File: src/design/rrc_pkg.sv
// Shared types and constants for the read request coalescer.
package rrc_pkg;

    localparam int MAX_BLOCKS_DEF = 32;
    localparam int POS_W = 48;
    localparam int LEN_W = 24;
    localparam int SUM_W = 29;
    localparam int KIND_W = 3;

    localparam logic [KIND_W-1:0] KIND_ADDED = 3'd0;
    localparam logic [KIND_W-1:0] KIND_FULL = 3'd1;
    localparam logic [KIND_W-1:0] KIND_RESET = 3'd2;
    localparam logic [KIND_W-1:0] KIND_RUN = 3'd3;
    localparam logic [KIND_W-1:0] KIND_HIT = 3'd4;
    localparam logic [KIND_W-1:0] KIND_MISS = 3'd5;

    localparam logic OP_ADD = 1'b0;
    localparam logic OP_LOOKUP = 1'b1;

    // Contents of one cell of the sorted chain.
    typedef struct packed {
        logic [POS_W-1:0] pos;
        logic [LEN_W-1:0] len;
        logic [SUM_W-1:0] off;
    } cell_data_t;

    // Command broadcast to every cell.
    typedef struct packed {
        logic             insert;
        logic             rotate;
        logic             wr_off;
        logic [POS_W-1:0] new_pos;
        logic [LEN_W-1:0] new_len;
        logic [SUM_W-1:0] new_off;
    } cell_cmd_t;

endpackage

File: src/design/rrc_cell.sv
// One cell of the sorted block chain: holds a block, shifts on insert, rotates on scan.
module rrc_cell
    import rrc_pkg::*;
#(
    parameter int IDX = 0,
    parameter int CW = 6
)
(
    input  logic       clk,
    input  cell_cmd_t  cmd,
    input  logic [CW-1:0] count,
    input  cell_data_t left,
    input  logic       left_ins,
    input  cell_data_t right,
    input  cell_data_t head,
    output logic       ins,
    output cell_data_t q
);

    localparam logic [CW-1:0] MY_IDX = CW'(IDX);
    localparam logic [CW:0] NEXT_IDX = (CW+1)'(IDX + 1);

    cell_data_t data_reg;
    cell_data_t data_next;
    logic       occupied;
    logic       take_left;

    assign occupied = MY_IDX < count;
    // This cell sits at or after the insertion point of the new block.
    assign ins = (occupied && (data_reg.pos > cmd.new_pos)) || (MY_IDX == count);
    assign take_left = (IDX > 0) && left_ins;
    assign q = data_reg;

    always_comb
    begin
        data_next = data_reg;
        if (cmd.insert && ins)
        begin
            if (take_left)
            begin
                data_next = left;
            end
            else
            begin
                data_next.pos = cmd.new_pos;
                data_next.len = cmd.new_len;
                data_next.off = data_reg.off;
            end
        end
        else if (cmd.rotate)
        begin
            if (NEXT_IDX < {1'b0, count})
            begin
                data_next = right;
            end
            else if (NEXT_IDX == {1'b0, count})
            begin
                data_next = head;
                if (cmd.wr_off)
                begin
                    data_next.off = cmd.new_off;
                end
            end
        end
    end

    always_ff @(posedge clk)
    begin
        data_reg <= data_next;
    end

endmodule
File: config.mk
export PLATFORM = sky130hd
export DESIGN_NAME = rrc_cell
export DESIGN_NICKNAME = d
export VERILOG_FILES = /design/src/design/rrc_pkg.sv /design/src/design/rrc_cell.sv
export SDC_FILE = /design/constraint.sdc
export NUM_CORES = 1
export LEC_CHECK = 0
export ABC_AREA = 1
export BUFFER_PORTS_ARGS = -buffer_cell sky130_fd_sc_hd__buf_2
export CAP_MARGIN = 15
export CELL_PAD_IN_SITES_DETAIL_PLACEMENT = 0
export CELL_PAD_IN_SITES_GLOBAL_PLACEMENT = 1
export CORE_AREA = 8 8 196 198
export DETAILED_ROUTE_END_ITERATION = 10
export DIE_AREA = 0 0 204 206
export HOLD_SLACK_MARGIN = 0.06
export PLACE_DENSITY = 0.7
export SLEW_MARGIN = 30
export SYNTH_ARGS = -nofsm -noshare
export SYNTH_HDL_FRONTEND = slang
export SYNTH_SLANG_ARGS = --single-unit
File: constraint.sdc
create_clock -name clk -period 3.45 [get_ports clk]
set_input_delay 0.345 -clock clk [delete_from_list [all_inputs] [get_ports clk]]
set_output_delay 0.345 -clock clk [all_outputs]
set_load 0.01 [all_outputs]
### After elaboration in Yosys (flattened, before gate mapping)

Index checks and enable logic that the tools add are counted.

* register bits after elaboration: 101
* input bits: 415
* output and inout bits: 102
* word-level logic and storage cells: 22

* order comparisons: 3
* equal/unequal tests: 1
* muxes and demuxes: 5
* bitwise gates (word level): 1
* reductions and logical operators: 9

Operators by type and width (count)
* 2-to-1 mux 101 bit: 4
* greater-than comparator 48 bit: 1
* 2-to-1 mux 29 bit: 1
* less-than comparator 1 x 6 -> 1 bit, first input constant: 2
* == test 1 x 6 -> 1 bit, first input constant: 1
* logical NOT 6 bit: 1
* nonzero test 2 bit: 2
* AND reduction 3 bit: 1
* nonzero test 3 bit: 1
* logical AND 1 bit: 2
* AND reduction 2 bit: 1
* logical OR 1 bit: 1
* inverter 1 bit: 1

### Longest topological paths before layout

Gate-level depths: netlist (run 1).

* word-level depth: 6
* gate-level depth with buffers: 19
* depth with buffers taken out: 18

### Worst setup path after synthesis (run 1)

OpenSTA, ideal clock, no wires.

* path kind: register to register
* start point: register data_reg, in the netlist q[100]
* end point: register data_reg, in the netlist q[100], enable pin
* library setup time: 0.432 ns
* data arrival time: 3.310 ns
* required time: 3.018 ns
* path slack: -0.292 ns
* stages on the path, launching flop included: 15
* buffers on the path: 1
* period minus slack after synthesis: 3.742 ns
* path through: edfxtp_1 > ha_1 > nand2_1 > nor2_2 > nand2_1 > nor2_2 > inv_1 > nor2_2 > nand2_1 > nand3_2 > nand2_2 > nand2_4 > nand2_4 > buf_2 > nand2_1

* word-level cells in the longest chain between the ends: 6

RTL lines
* from (decl): RTL line rrc_cell.sv:23 `cell_data_t data_reg;`
* from (signal assigned): RTL line rrc_cell.sv:69 `data_reg <= data_next;`
* greater-than comparator 48 bit *: RTL line rrc_cell.sv:30 `assign ins = (occupied && (data_reg.pos > cmd.new_pos)) || (MY_IDX == count);`
* logical AND 1 bit *: RTL line rrc_cell.sv:30
* logical OR 1 bit *: RTL line rrc_cell.sv:30
* logical AND 1 bit *: RTL line rrc_cell.sv:37 `if (cmd.insert && ins)`
* nonzero test 3 bit (no line) or nonzero test 2 bit (tied branches)
* AND reduction 2 bit (no line) *

Mark *: on every way between the ends. The rest lies on a longest branch, timed or not.
A chain may end at the register's enable or synchronous reset.

### Worst setup path in the final report (run 1)

* start point: register data_reg, in the netlist q[80]
* end point: output ins

* word-level cells in the longest chain between the ends: 3

RTL lines
* greater-than comparator 48 bit: RTL line rrc_cell.sv:30
* logical AND 1 bit: RTL line rrc_cell.sv:30
* logical OR 1 bit: RTL line rrc_cell.sv:30
* to (decl): RTL line rrc_cell.sv:16 `output logic ins,`

Every way passes these cells.

==> PnR_summary.wiki, run 1 <==
{| class="wikitable"
! Metric !! Value
|-
| Outcome || finished, final reports clean
|-
| Wire length of the first global-routing pass || 44.6 mm
|-
| Via-to-Cell Ratio || 4.20
|-
| Data arrival time at the worst-slack endpoint || 2680 ps
|-
| IR Drop Worst-Case VDD || 0.241 mV
|-
| Clock latency on the worst-skew pair || 380 ps
|-
| Leakage power total || 0.00532 uW
|-
| Die Ht || 206 um
|-
| CTS H-tree depth || 3
|-
| Post-route DRC || 0
|-
| CTS-repair resized insts || 0
|-
| Final-report hold violation count || 0
|-
| Cell with the largest stage delay on the worst path || sky130_fd_sc_hd__edfxtp_1
|-
| Fin. max-slew vios || 0
|-
| Syn_nets || 1432
|-
| Register clock-pin slew on the reported worst setup and hold paths || 80 ps
|-
| Fraction of final layout cells with drive strength greater than 1 || 0.350
|-
| Setup TNS after final layout || 0 ps
|-
| Clock tree root buffer cell || sky130_fd_sc_hd__clkbuf_16
|-
| Number of nets in the layout || 1811
|-
| Count of pins on the block boundary || 517
|-
| Average cell area after synthesis || 7.48 um2
|-
| Area growth from synthesis to layout || 38.9%
|-
| Crit path largest cell delay || 420 ps
|-
| Kind of path behind the tightest hold check || in -> reg
|-
| Worst relative slew slack || 0.407
|-
| Areal power density over the cells || 392 nW/um2
|-
| Clock buffer depth || 2
|-
| Worst Skew || 16.2 ps
|-
| Highest clock rate || 331 MHz
|-
| Post-CTS setup buffers || 0
|-
| Fin crit period || 3020 ps
|-
| Tot GR Track Use || 0.139
|-
| Filler Cell Count || 3948
|-
| Post-route antenna net violation count || 0
|-
| Synth Warn # || 0
|-
| Avg WL per Cell || 16.7 um
|-
| Initial core utilization || 0.206
|-
| Type of the setup path with the least slack || reg -> out
|-
| Period Utilization, post-route || 0.876
|-
| Flip-flop and latch area || 3030 um2
|-
| Number of register bits inferred by synthesis || 101
|-
| Number of buffers inserted by port buffering || 414
|-
| Cell-by-cell listing of the critical path || ha_1 > nand2_1 > inv_2 > nand3_1 > nor3_1 > nand2_1 > nor2_2 > nand2_1 > nand3_2 > nand2_2 > nand2_4 > buf_12 > buf_2
|-
| Clock tree from TritonCTS || built
|-
| Die Outline Area || 42000 um2
|-
| Pin count of the biggest net entering global routing || 131
|-
| Kind of capture point of the worst setup path || output pin
|-
| Initial antenna violation count || 5
|-
| Most Frequent Cell on Critical Path || sky130_fd_sc_hd__nand2_1
|-
| Largest register FFs || 101
|-
| Congestion Overflow GR || 0
|-
| Number of buffers inserted during clock tree synthesis || 9
|-
| Vias in the first global route || 7873
|-
| Unrepaired setup endpoints after global routing || no
|-
| Number of distinct library cell variants in the gate-level netlist after synthesis || 23
|-
| Max-cap viol count || 0
|-
| Final GP Congestion || 0.799
|-
| Placeable Area || 35200 um2
|-
| Total of hold buffers inserted after clock tree synthesis || 0
|-
| Wirelength, routed || 30.3 mm
|-
| PnR Total Power || 3940 uW
|-
| Number of violations reported at the end of detailed-routing iteration 0 || 265
|-
| Detailed placer's ending HPWL || 23.5 mm
|-
| Placement Rows || 69
|-
| Number of failing setup endpoints in the final timing report || 0
|-
| Router iterations before antenna repair || 5
|-
| Total standard cell area after synthesis || 7240 um2
|-
| Post-synthesis cell count || 969
|-
| Slew at the pin closest to its max-slew limit || 889 ps
|-
| Clock sinks || 101
|-
| Startpoint kind of the worst setup timing path || flip-flop
|-
| Count of vias placed by the detailed router || 7639
|-
| Required @ worst endpoint || 3110 ps
|-
| Portion of the post-synthesis area used by sequential elements || 0.419
|-
| Max FO, Critical Path || 74
|-
| Combined area of the multi-input logic cells || 3570 um2
|-
| X dimension of the die || 204 um
|}
==> final cells by class <==
class / instances / share of cell area
diodes: 3 / 0.000746
well taps: 461 / 0.0573
clock buffers: 10 / 0.0228
inverters: 95 / 0.0357
clock inverters: 6 / 0.00634
repair buffers: 425 / 0.221
flip-flops and latches: 101 / 0.301
multi-input cells: 716 / 0.355
==> per-layer routing <==
layer,track usage,part of all wire,up-vias,wire length [um]
li1,-,-,3916,-
met1,0.152,0.39,3381,11800
met2,0.244,0.49,300,15000
met3,0.0525,0.089,38,2680
met4,0.0512,0.026,4,793
met5,0,0.00083,-,25
==> metrics by stage <==
step,setup WS (ps),hold WS [ps],utilization,std cells,area [um2]
after floorplan,413,536,-,969,7250
after global placement,346,624,0.277,1798,9760
after detailed placement,389,629,0.277,1798,9760
after CTS,319,220,0.285,1814,10100
after global routing,105,228,0.286,1816,10100
final,429,249,0.286,1817,10100
==> kinds of logic after synthesis <==
group / count (synthesis) / share of synthesized area
flops: 101 / 0.419
fa+ha+maj: 48 / 0.0829
simple gates: 511 / 0.297
compound gates: 157 / 0.109
buf+inv: 152 / 0.0915
==> worst max-delay path: cells and delay by family (launching register included) <==
| family | cells | cell delay, ps |
|---|---|---|
| adder cells (fa/ha/maj) | 1 | 310 |
| buffers and inverters | 3 | 640 |
| flip-flops | 1 | 420 |
| AND/OR/NAND/NOR | 9 | 910 |
==> cells in the final DEF (no fill, tap or decap), types with 5 or more instances in the layout <==
master,instances
sky130_fd_sc_hd__nand3_1,55
sky130_fd_sc_hd__o21ai_0,61
sky130_fd_sc_hd__nor2_1,14
sky130_fd_sc_hd__inv_1,91
sky130_fd_sc_hd__nand2_1,409
sky130_fd_sc_hd__buf_2,413
sky130_fd_sc_hd__edfxtp_1,101
sky130_fd_sc_hd__buf_12,5
sky130_fd_sc_hd__a21oi_1,92
sky130_fd_sc_hd__clkbuf_16,9
sky130_fd_sc_hd__buf_4,7
sky130_fd_sc_hd__ha_1,48
sky130_fd_sc_hd__nand3_2,21
==> cells in the mapped netlist <==
master,instances,share of area
sky130_fd_sc_hd__clkbuf_1,37,0.019
sky130_fd_sc_hd__nand3b_1,1,0.0010
sky130_fd_sc_hd__nand4_1,1,0.00086
sky130_fd_sc_hd__nor2_1,14,0.0073
sky130_fd_sc_hd__ha_1,48,0.083
sky130_fd_sc_hd__o21ai_0,61,0.042
sky130_fd_sc_hd__buf_6,4,0.0062
sky130_fd_sc_hd__inv_2,4,0.0021
sky130_fd_sc_hd__nand2_2,1,0.00086
sky130_fd_sc_hd__a21oi_1,93,0.064
sky130_fd_sc_hd__nand3_2,21,0.029
sky130_fd_sc_hd__a21o_1,1,0.0010
sky130_fd_sc_hd__edfxtp_1,101,0.42
sky130_fd_sc_hd__nand2_4,2,0.0031
sky130_fd_sc_hd__nand3_1,55,0.038
sky130_fd_sc_hd__nor2_2,4,0.0035
sky130_fd_sc_hd__buf_2,11,0.0076
sky130_fd_sc_hd__inv_1,91,0.047
sky130_fd_sc_hd__nor3_1,2,0.0014
sky130_fd_sc_hd__buf_1,2,0.0010
sky130_fd_sc_hd__nand2_1,410,0.21
sky130_fd_sc_hd__o21a_1,2,0.0021
sky130_fd_sc_hd__buf_12,3,0.0083
==> power breakdown <==
part           internal [uW]  switching (uW)  total [uW]
clock network            563             515        1080
logic                    476             748        1220
registers               1570            71.2        1640
total                   2610            1330        3940
==> worst paths after layout <==
kind / start / endpoint / slack [ps] / cells past startpoint
max reg2reg: q[80] / q[30] / 500 / 14
min reg2reg: q[54] / q[99] / 1540 / 8
min: right[0] / q[0] / 250 / 3
max: q[80] / ins / 430 / 13
No activity file was read; power rests on OpenSTA's default activity.
==> run 2, diff against run 1 <==
--- a/config.mk
+++ b/config.mk
@@ -5,16 +5,15 @@
 export SDC_FILE = /design/constraint.sdc
 export NUM_CORES = 1
 export LEC_CHECK = 0
-export ABC_AREA = 1
 export BUFFER_PORTS_ARGS = -buffer_cell sky130_fd_sc_hd__buf_2
 export CAP_MARGIN = 15
 export CELL_PAD_IN_SITES_DETAIL_PLACEMENT = 0
 export CELL_PAD_IN_SITES_GLOBAL_PLACEMENT = 1
-export CORE_AREA = 8 8 196 198
+export CORE_AREA = 8 8 194 196
 export DETAILED_ROUTE_END_ITERATION = 10
-export DIE_AREA = 0 0 204 206
+export DIE_AREA = 0 0 202 204
 export HOLD_SLACK_MARGIN = 0.06
-export PLACE_DENSITY = 0.7
+export PLACE_DENSITY = 0.67
 export SLEW_MARGIN = 30
 export SYNTH_ARGS = -nofsm -noshare
 export SYNTH_HDL_FRONTEND = slang
==> PnR_summary.wiki, run 2 <==
{| class="wikitable"
! Metric !! Value
|-
| Clock buffer depth || 2 (unchanged)
|-
| Reg-to-Reg End || q[88]
|-
| Critical R2R Launch || q[100]
|-
| Pin count of the biggest net entering global routing || 73 (-44%)
|-
| Area fraction of the dominant cell type after synthesis || 0.453 (+0.0345)
|-
| Number of synthesized flops with an enable pin || 101 (unchanged)
|-
| Worst relative slew slack || 0.452 (+0.0452)
|-
| IR Drop Worst-Case VDD || 0.198 mV (-18%)
|-
| Commonest cells in the synthesized netlist || sky130_fd_sc_hd__nand2_1, sky130_fd_sc_hd__edfxtp_1, sky130_fd_sc_hd__mux2i_1, sky130_fd_sc_hd__inv_1, sky130_fd_sc_hd__ha_1
|-
| Die Ht || 204 um (-0.97%)
|-
| Setup TNS after final layout || 0 ps (unchanged)
|-
| Unrepaired setup endpoints after global routing || no
|-
| Number of buffers inserted by port buffering || 414 (unchanged)
|-
| Final GP Congestion || 0.801 (+0.26%)
|-
| Crit path largest cell delay || 510 ps (+90 ps)
|-
| Worst Skew || 10.9 ps (-5.31 ps)
|-
| Data arrival time at the worst-slack endpoint || 2950 ps (+270 ps)
|-
| Startpoint kind of the worst setup timing path || flip-flop
|-
| Largest register FFs || 101 (unchanged)
|-
| Number of buffers inserted during clock tree synthesis || 9 (unchanged)
|-
| Commonest non-fill, non-tap cells in the layout || sky130_fd_sc_hd__buf_2, sky130_fd_sc_hd__nand2_1, sky130_fd_sc_hd__mux2i_1, sky130_fd_sc_hd__edfxtp_1, sky130_fd_sc_hd__inv_1
|-
| Cell with the largest stage delay on the worst path || sky130_fd_sc_hd__or4_4
|-
| Max FO, Critical Path || 3 (-96%)
|-
| Filler Cell Count || 3783 (-4.2%)
|-
| Tot GR Track Use || 0.126 (-0.0129)
|-
| Cell-by-cell listing of the critical path || ha_1 > nand4_1 > nor4_2 > buf_4 > nand3_2 > or4_4 > buf_4 > a21o_1 > buf_2
|-
| Vias in the first global route || 7008 (-11%)
|-
| Most common cell after layout, fill and taps aside || sky130_fd_sc_hd__buf_2
|-
| Number of register bits inferred by synthesis || 101 (unchanged)
|-
| Avg WL per Cell || 17.3 um (+3.9%)
|-
| Register clock-pin slew on the reported worst setup and hold paths || 80 ps (about the same)
|-
| Syn_nets || 1159 (-19%)
|-
| Post-synthesis cell count || 696 (-28%)
|-
| Final-report hold violation count || 0 (unchanged)
|-
| Average cell area after synthesis || 9.62 um2 (+29%)
|-
| Period Utilization, post-route || 0.955 (+0.0791)
|-
| Cell taking the most area after synthesis || sky130_fd_sc_hd__edfxtp_1
|-
| Fraction of final layout cells with drive strength greater than 1 || 0.413 (+0.0631)
|-
| Areal power density over the cells || 388 nW/um2 (-1.0%)
|-
| Dominant delay contributor by cell family on the critical path || simple AND/OR/NAND/NOR gates
|-
| Post-route DRC || 0 (unchanged)
|-
| Total of hold buffers inserted after clock tree synthesis || 0 (unchanged)
|-
| Leakage power total || 0.00479 uW (-10%)
|-
| Highest clock rate || 304 MHz (-8.3%)
|-
| Detailed placer's ending HPWL || 22.2 mm (-5.5%)
|-
| Count of vias placed by the detailed router || 6407 (-16%)
|-
| Post-route antenna net violation count || 0 (unchanged)
|-
| Wire length of the first global-routing pass || 40.3 mm (-9.7%)
|-
| Worst-case reg-to-reg path depth || 11 (-3)
|-
| Number of violations reported at the end of detailed-routing iteration 0 || 198 (-25%)
|-
| Kind of path behind the tightest hold check || in -> reg
|-
| Flop-to-flop setup slack || 320 ps (-180 ps)
|-
| Most Frequent Cell on Critical Path || sky130_fd_sc_hd__buf_4
|-
| Flip-flop and latch area || 3030 um2 (unchanged)
|-
| Share of the core filled with cells in the final layout || 0.279 (-0.00663)
|-
| Fin. max-slew vios || 0 (unchanged)
|-
| X dimension of the die || 202 um (-0.98%)
|-
| Number of nets in the layout || 1563 (-14%)
|-
| Buf/Inv on CP || 3 (unchanged)
|-
| Worst hold path endpoint || q[23]
|-
| Number of distinct library cell variants in the gate-level netlist after synthesis || 34 (+48%)
|-
| Largest cells by area after synthesis || sky130_fd_sc_hd__edfxtp_1, sky130_fd_sc_hd__mux2i_1, sky130_fd_sc_hd__nand2_1
|-
| Required @ worst endpoint || 3110 ps (about the same)
|-
| Portion of the post-synthesis area used by sequential elements || 0.453 (+0.0345)
|-
| Antenna cells || 0 (-3)
|-
| Via-to-Cell Ratio || 4.09 (-2.7%)
|-
| Number of failing setup endpoints in the final timing report || 0 (unchanged)
|-
| Placement Rows || 69 (unchanged)
|-
| Initial antenna violation count || 1 (-4)
|-
| Count of pins on the block boundary || 517 (unchanged)
|-
| Area growth from synthesis to layout || 45.0%
|-
| Synth Warn # || 0 (unchanged)
|-
| Number of stages on the worst hold path || 3 (unchanged)
|-
| Slew at the pin closest to its max-slew limit || 822 ps (-67.8 ps)
|-
| Congestion Overflow GR || 0 (unchanged)
|-
| Clock tree from TritonCTS || built
|-
| Die Outline Area || 41200 um2 (-1.9%)
|-
| Max-cap viol count || 0 (unchanged)
|-
| Router iterations before antenna repair || 4 (-1)
|-
| Clock latency on the worst-skew pair || 360 ps (-20 ps)
|-
| Top-count cell post-synth || sky130_fd_sc_hd__nand2_1
|-
| CTS H-tree depth || 3 (unchanged)
|-
| Hold Crit Start || right[23]
|-
| Placeable Area || 34800 um2 (-1.2%)
|-
| Clock sinks || 101 (unchanged)
|-
| Fin crit period || 3290 ps (+273 ps)
|-
| Outcome || finished, final reports clean
|-
| Initial core utilization || 0.192 (-0.0133)
|-
| Kind of capture point of the worst setup path || output pin
|-
| Type of the setup path with the least slack || reg -> out
|-
| Combined area of the multi-input logic cells || 3350 um2 (-6.2%)
|-
| Wirelength, routed || 27.1 mm (-10%)
|-
| Asr flop ratio synth || 0 (unchanged)
|-
| Most used flip-flop cell after synthesis || sky130_fd_sc_hd__edfxtp_1
|-
| Clock tree root buffer cell || sky130_fd_sc_hd__clkbuf_16
|-
| Total standard cell area after synthesis || 6690 um2 (-7.6%)
|}
[run 2: power breakdown]
part / switching (uW) / internal (uW) / leakage [uW]
sequential: 70.8 / 1560 / 0.00102
combinational: 607 / 491 / 0.00362
clock: 531 / 503 / 0.000141
[run 2: cells by family after synthesis]
| family | count (synthesis) | synth area share |
|---|---|---|
| mux | 101 | 0.151 |
| buf+inv | 86 | 0.0552 |
| flops | 101 | 0.453 |
| fa+ha+maj | 48 | 0.0897 |
| compound gates | 97 | 0.0933 |
| simple gates | 263 | 0.158 |
[run 2: final cells by class]
class,count,area share
Timing Repair Buffer,430,0.235
Inverter,49,0.0189
Clock buffer,9,0.0232
Multi-Input combinational cell,509,0.345
Tap cell,461,0.0594
Sequential cell,101,0.312
Clock inverter,7,0.00593
[run 2: per-stage QoR]
stage | total power, uW | area, um2 | worst slack, ps | hold WS, ps | instances
final | 3760 | 9710 | 157 | 257 | 1566
after global placement | 2760 | 9410 | 185 | 626 | 1549
after global routing | 4000 | 9710 | 7.27 | 239 | 1566
after CTS | 3850 | 9710 | 67.8 | 232 | 1566
after floorplan | 2220 | 6710 | 198 | 532 | 696
after detailed placement | 2780 | 9410 | 163 | 629 | 1549
[run 2: how the worst max path moves through the flow]
stage                  to  startpoint  slack, ps  cells after the start
floorplan            q[0]       q[92]        200                      6
global placement    q[92]    cmd[100]        190                     13
detailed placement  q[89]    cmd[100]        160                     13
CTS                   ins      q[100]         70                      9
global route          ins      q[100]          7                      9
finish                ins      q[100]        160                      9
[run 2: what timing repair did]
action	4_1_cts	5_1_grt
gates resized for setup	1	0
buffers inserted	1	0
setup endpoints to repair	1	0
[run 2: per-layer routing]
layer  share of wire  wire (um)  track usage
met1            0.42      11300        0.146
met2            0.49      13300        0.220
met3           0.079       2150       0.0441
met4           0.013        347       0.0329
met5         0.00037         10            0
[run 2: worst register-to-register path: cells and delay by family, from the launching register on]
| kind | cells | cell delay [ps] |
|---|---|---|
| simple gates | 5 | 1290 |
| buf+inv | 3 | 510 |
| flops | 1 | 470 |
| fa+ha+maj | 1 | 370 |
| compound gates | 2 | 180 |
==> run 3, diff against run 2 <==
--- a/config.mk
+++ b/config.mk
@@ -12,6 +12,7 @@
 export CORE_AREA = 8 8 194 196
 export DETAILED_ROUTE_END_ITERATION = 10
 export DIE_AREA = 0 0 202 204
+export GPL_TIMING_DRIVEN = 0
 export HOLD_SLACK_MARGIN = 0.06
 export PLACE_DENSITY = 0.67
 export SLEW_MARGIN = 30
==> PnR_summary.wiki, run 3 (synthesized netlist as in run 2, its figures left out) <==
{| class="wikitable"
! Metric !! Value
|-
| Commonest non-fill, non-tap cells in the layout || sky130_fd_sc_hd__buf_2, sky130_fd_sc_hd__nand2_1, sky130_fd_sc_hd__mux2i_1, sky130_fd_sc_hd__edfxtp_1, sky130_fd_sc_hd__inv_1
|-
| Period Utilization, post-route || 0.941 (-0.0133)
|-
| Fraction of final layout cells with drive strength greater than 1 || 0.407 (-0.00562)
|-
| Placeable Area || 34800 um2 (unchanged)
|-
| Router iterations before antenna repair || 5 (+1)
|-
| Crit path largest cell delay || 550 ps (+40 ps)
|-
| Buf/Inv on CP || 2 (-1)
|-
| CTS H-tree depth || 3 (unchanged)
|-
| Fin crit period || 3250 ps (-45.7 ps)
|-
| X dimension of the die || 202 um (unchanged)
|-
| Number of nets in the layout || 1594 (+2.0%)
|-
| Filler-free cell count of the finished design || 1598 (+2.0%)
|-
| Post-route DRC || 0 (unchanged)
|-
| Number of failing setup endpoints in the final timing report || 0 (unchanged)
|-
| Detailed placer's ending HPWL || 25.1 mm (+13%)
|-
| WHS || 264 ps (+6.92 ps)
|-
| Filler Cell Count || 3818 (+0.93%)
|-
| Max-cap viol count || 0 (unchanged)
|-
| Final GP Congestion || 0.873 (+9.0%)
|-
| Total of hold buffers inserted after clock tree synthesis || 0 (unchanged)
|-
| Die Outline Area || 41200 um2 (unchanged)
|-
| Vias in the first global route || 7350 (+4.9%)
|-
| Tot GR Track Use || 0.139 (+0.0130)
|-
| Post-route antenna net violation count || 0 (unchanged)
|-
| Number of cells in the design after placement || 1573 (+1.5%)
|-
| Worst Skew || 12.8 ps (+1.87 ps)
|-
| Clock tree root buffer cell || sky130_fd_sc_hd__clkbuf_16
|-
| Areal power density over the cells || 408 nW/um2 (+5.3%)
|-
| Data arrival time at the worst-slack endpoint || 3320 ps (+370 ps)
|-
| Placement Rows || 69 (unchanged)
|-
| Area growth from synthesis to layout || 48.1%
|-
| Number of buffers inserted during clock tree synthesis || 9 (unchanged)
|-
| Required @ worst endpoint || 3520 ps (+410 ps)
|-
| Die Ht || 204 um (unchanged)
|-
| Fin. max-slew vios || 0 (unchanged)
|-
| Largest register FFs || 101 (unchanged)
|-
| Initial antenna violation count || 2 (+1)
|-
| Dominant delay contributor by cell family on the critical path || simple AND/OR/NAND/NOR gates
|-
| IR Drop Worst-Case VDD || 0.208 mV (+4.9%)
|-
| Cell with the largest stage delay on the worst path || sky130_fd_sc_hd__or4_4
|-
| Clock tree from TritonCTS || built
|-
| Kind of capture point of the worst setup path || flip-flop
|-
| Number of buffers inserted by port buffering || 413 (-0.24%)
|-
| Count of pins on the block boundary || 517 (unchanged)
|-
| Combined area of the multi-input logic cells || 3370 um2 (+0.63%)
|-
| Outcome || finished, final reports clean
|-
| Initial core utilization || 0.192 (unchanged)
|-
| Congestion Overflow GR || 0 (unchanged)
|-
| Final-report hold violation count || 0 (unchanged)
|-
| Kind of path behind the tightest hold check || in -> reg
|-
| Clock latency on the worst-skew pair || 360 ps (about the same)
|-
| Register clock-pin slew on the reported worst setup and hold paths || 80 ps (about the same)
|-
| Max FO, Critical Path || 39 (+36)
|-
| Wirelength, routed || 29.9 mm (+10%)
|-
| Clock sinks || 101 (unchanged)
|-
| Pin count of the biggest net entering global routing || 40 (-45%)
|-
| Avg WL per Cell || 18.7 um (+8.3%)
|-
| Clock buffer depth || 2 (unchanged)
|-
| Most common cell after layout, fill and taps aside || sky130_fd_sc_hd__buf_2
|-
| Highest clock rate || 308 MHz (+1.4%)
|-
| Cell-by-cell listing of the critical path || ha_4 > nand4_1 > nor4_4 > nand3_2 > or4_4 > o21ai_2 > a31oi_1 > buf_6 > nand2b_4 > buf_16
|-
| Flip-flop and latch area || 3030 um2 (unchanged)
|-
| Unrepaired setup endpoints after global routing || no
|-
| Number of violations reported at the end of detailed-routing iteration 0 || 246 (+24%)
|-
| Worst relative slew slack || 0.436 (-0.0160)
|-
| Via-to-Cell Ratio || 4.17 (+1.9%)
|-
| Slew at the pin closest to its max-slew limit || 845 ps (+23.9 ps)
|-
| Leakage power total || 0.00489 uW (+2.1%)
|-
| Startpoint kind of the worst setup timing path || flip-flop
|-
| Type of the setup path with the least slack || reg -> reg
|-
| Wire length of the first global-routing pass || 43.7 mm (+8.7%)
|-
| Count of vias placed by the detailed router || 6659 (+3.9%)
|}
[run 3: through the flow]
step | area [um2] | worst slack, ps | util | total power (uW) | TNS [ps]
2_1_floorplan | 6710 | 198 | - | 2220 | 0
3_3_place_gp | 9350 | -910 | 0.269 | 2760 | -87070
3_5_place_dp | 9430 | -580 | 0.271 | 2790 | -40110
4_1_cts | 9830 | 20.9 | 0.283 | 4100 | 0
5_1_grt | 9910 | 7.10 | 0.285 | 4280 | 0
6_report | 9910 | 202 | 0.285 | 4050 | 0
[run 3: repair_timing]
| item | in CTS | in global routing |
|---|---|---|
| resized for setup | 2 | 6 |
| gates cloned | 1 | 0 |
| setup buffers | 2 | 5 |
| endpoints found under the setup margin | 163 | 122 |
| pin swaps | 1 | 3 |
[run 3: worst paths after layout]
kind            start    end  slack [ps]  depth (start not counted)
min          right[7]   q[7]         260                          3
max            q[100]  q[96]         200                         10
max reg2reg    q[100]  q[96]         200                         10
min reg2reg     q[55]   q[4]        1270                          4
[run 3: worst reg2reg max path, delay by kind of cell (launching register included)]
family / cells / cell delay (ps)
buf+inv: 2 / 390
simple gates: 5 / 1440
fa+ha+maj: 1 / 330
flops: 1 / 480
compound gates: 2 / 270
[run 3: report_power, final]
part | internal [uW] | switching, uW
Clock | 781 | 501
Sequential | 1560 | 71.9
Combinational | 502 | 628
[run 3: cell type report]
class	count	area share
antenna	2	0.000505
clock inverter	6	0.0138
inverter	49	0.0186
sequential	101	0.306
multi-input combinational	510	0.340
tap	461	0.0582
clock buffer	9	0.0227
buffer	37	0.0193
timing repair buffer	423	0.221
[run 3: routing by layer]
metal | track usage | part of all wire
met1 | 0.161 | 0.42
met2 | 0.237 | 0.48
met3 | 0.0488 | 0.079
met4 | 0.0459 | 0.024
met5 | 0 | 0
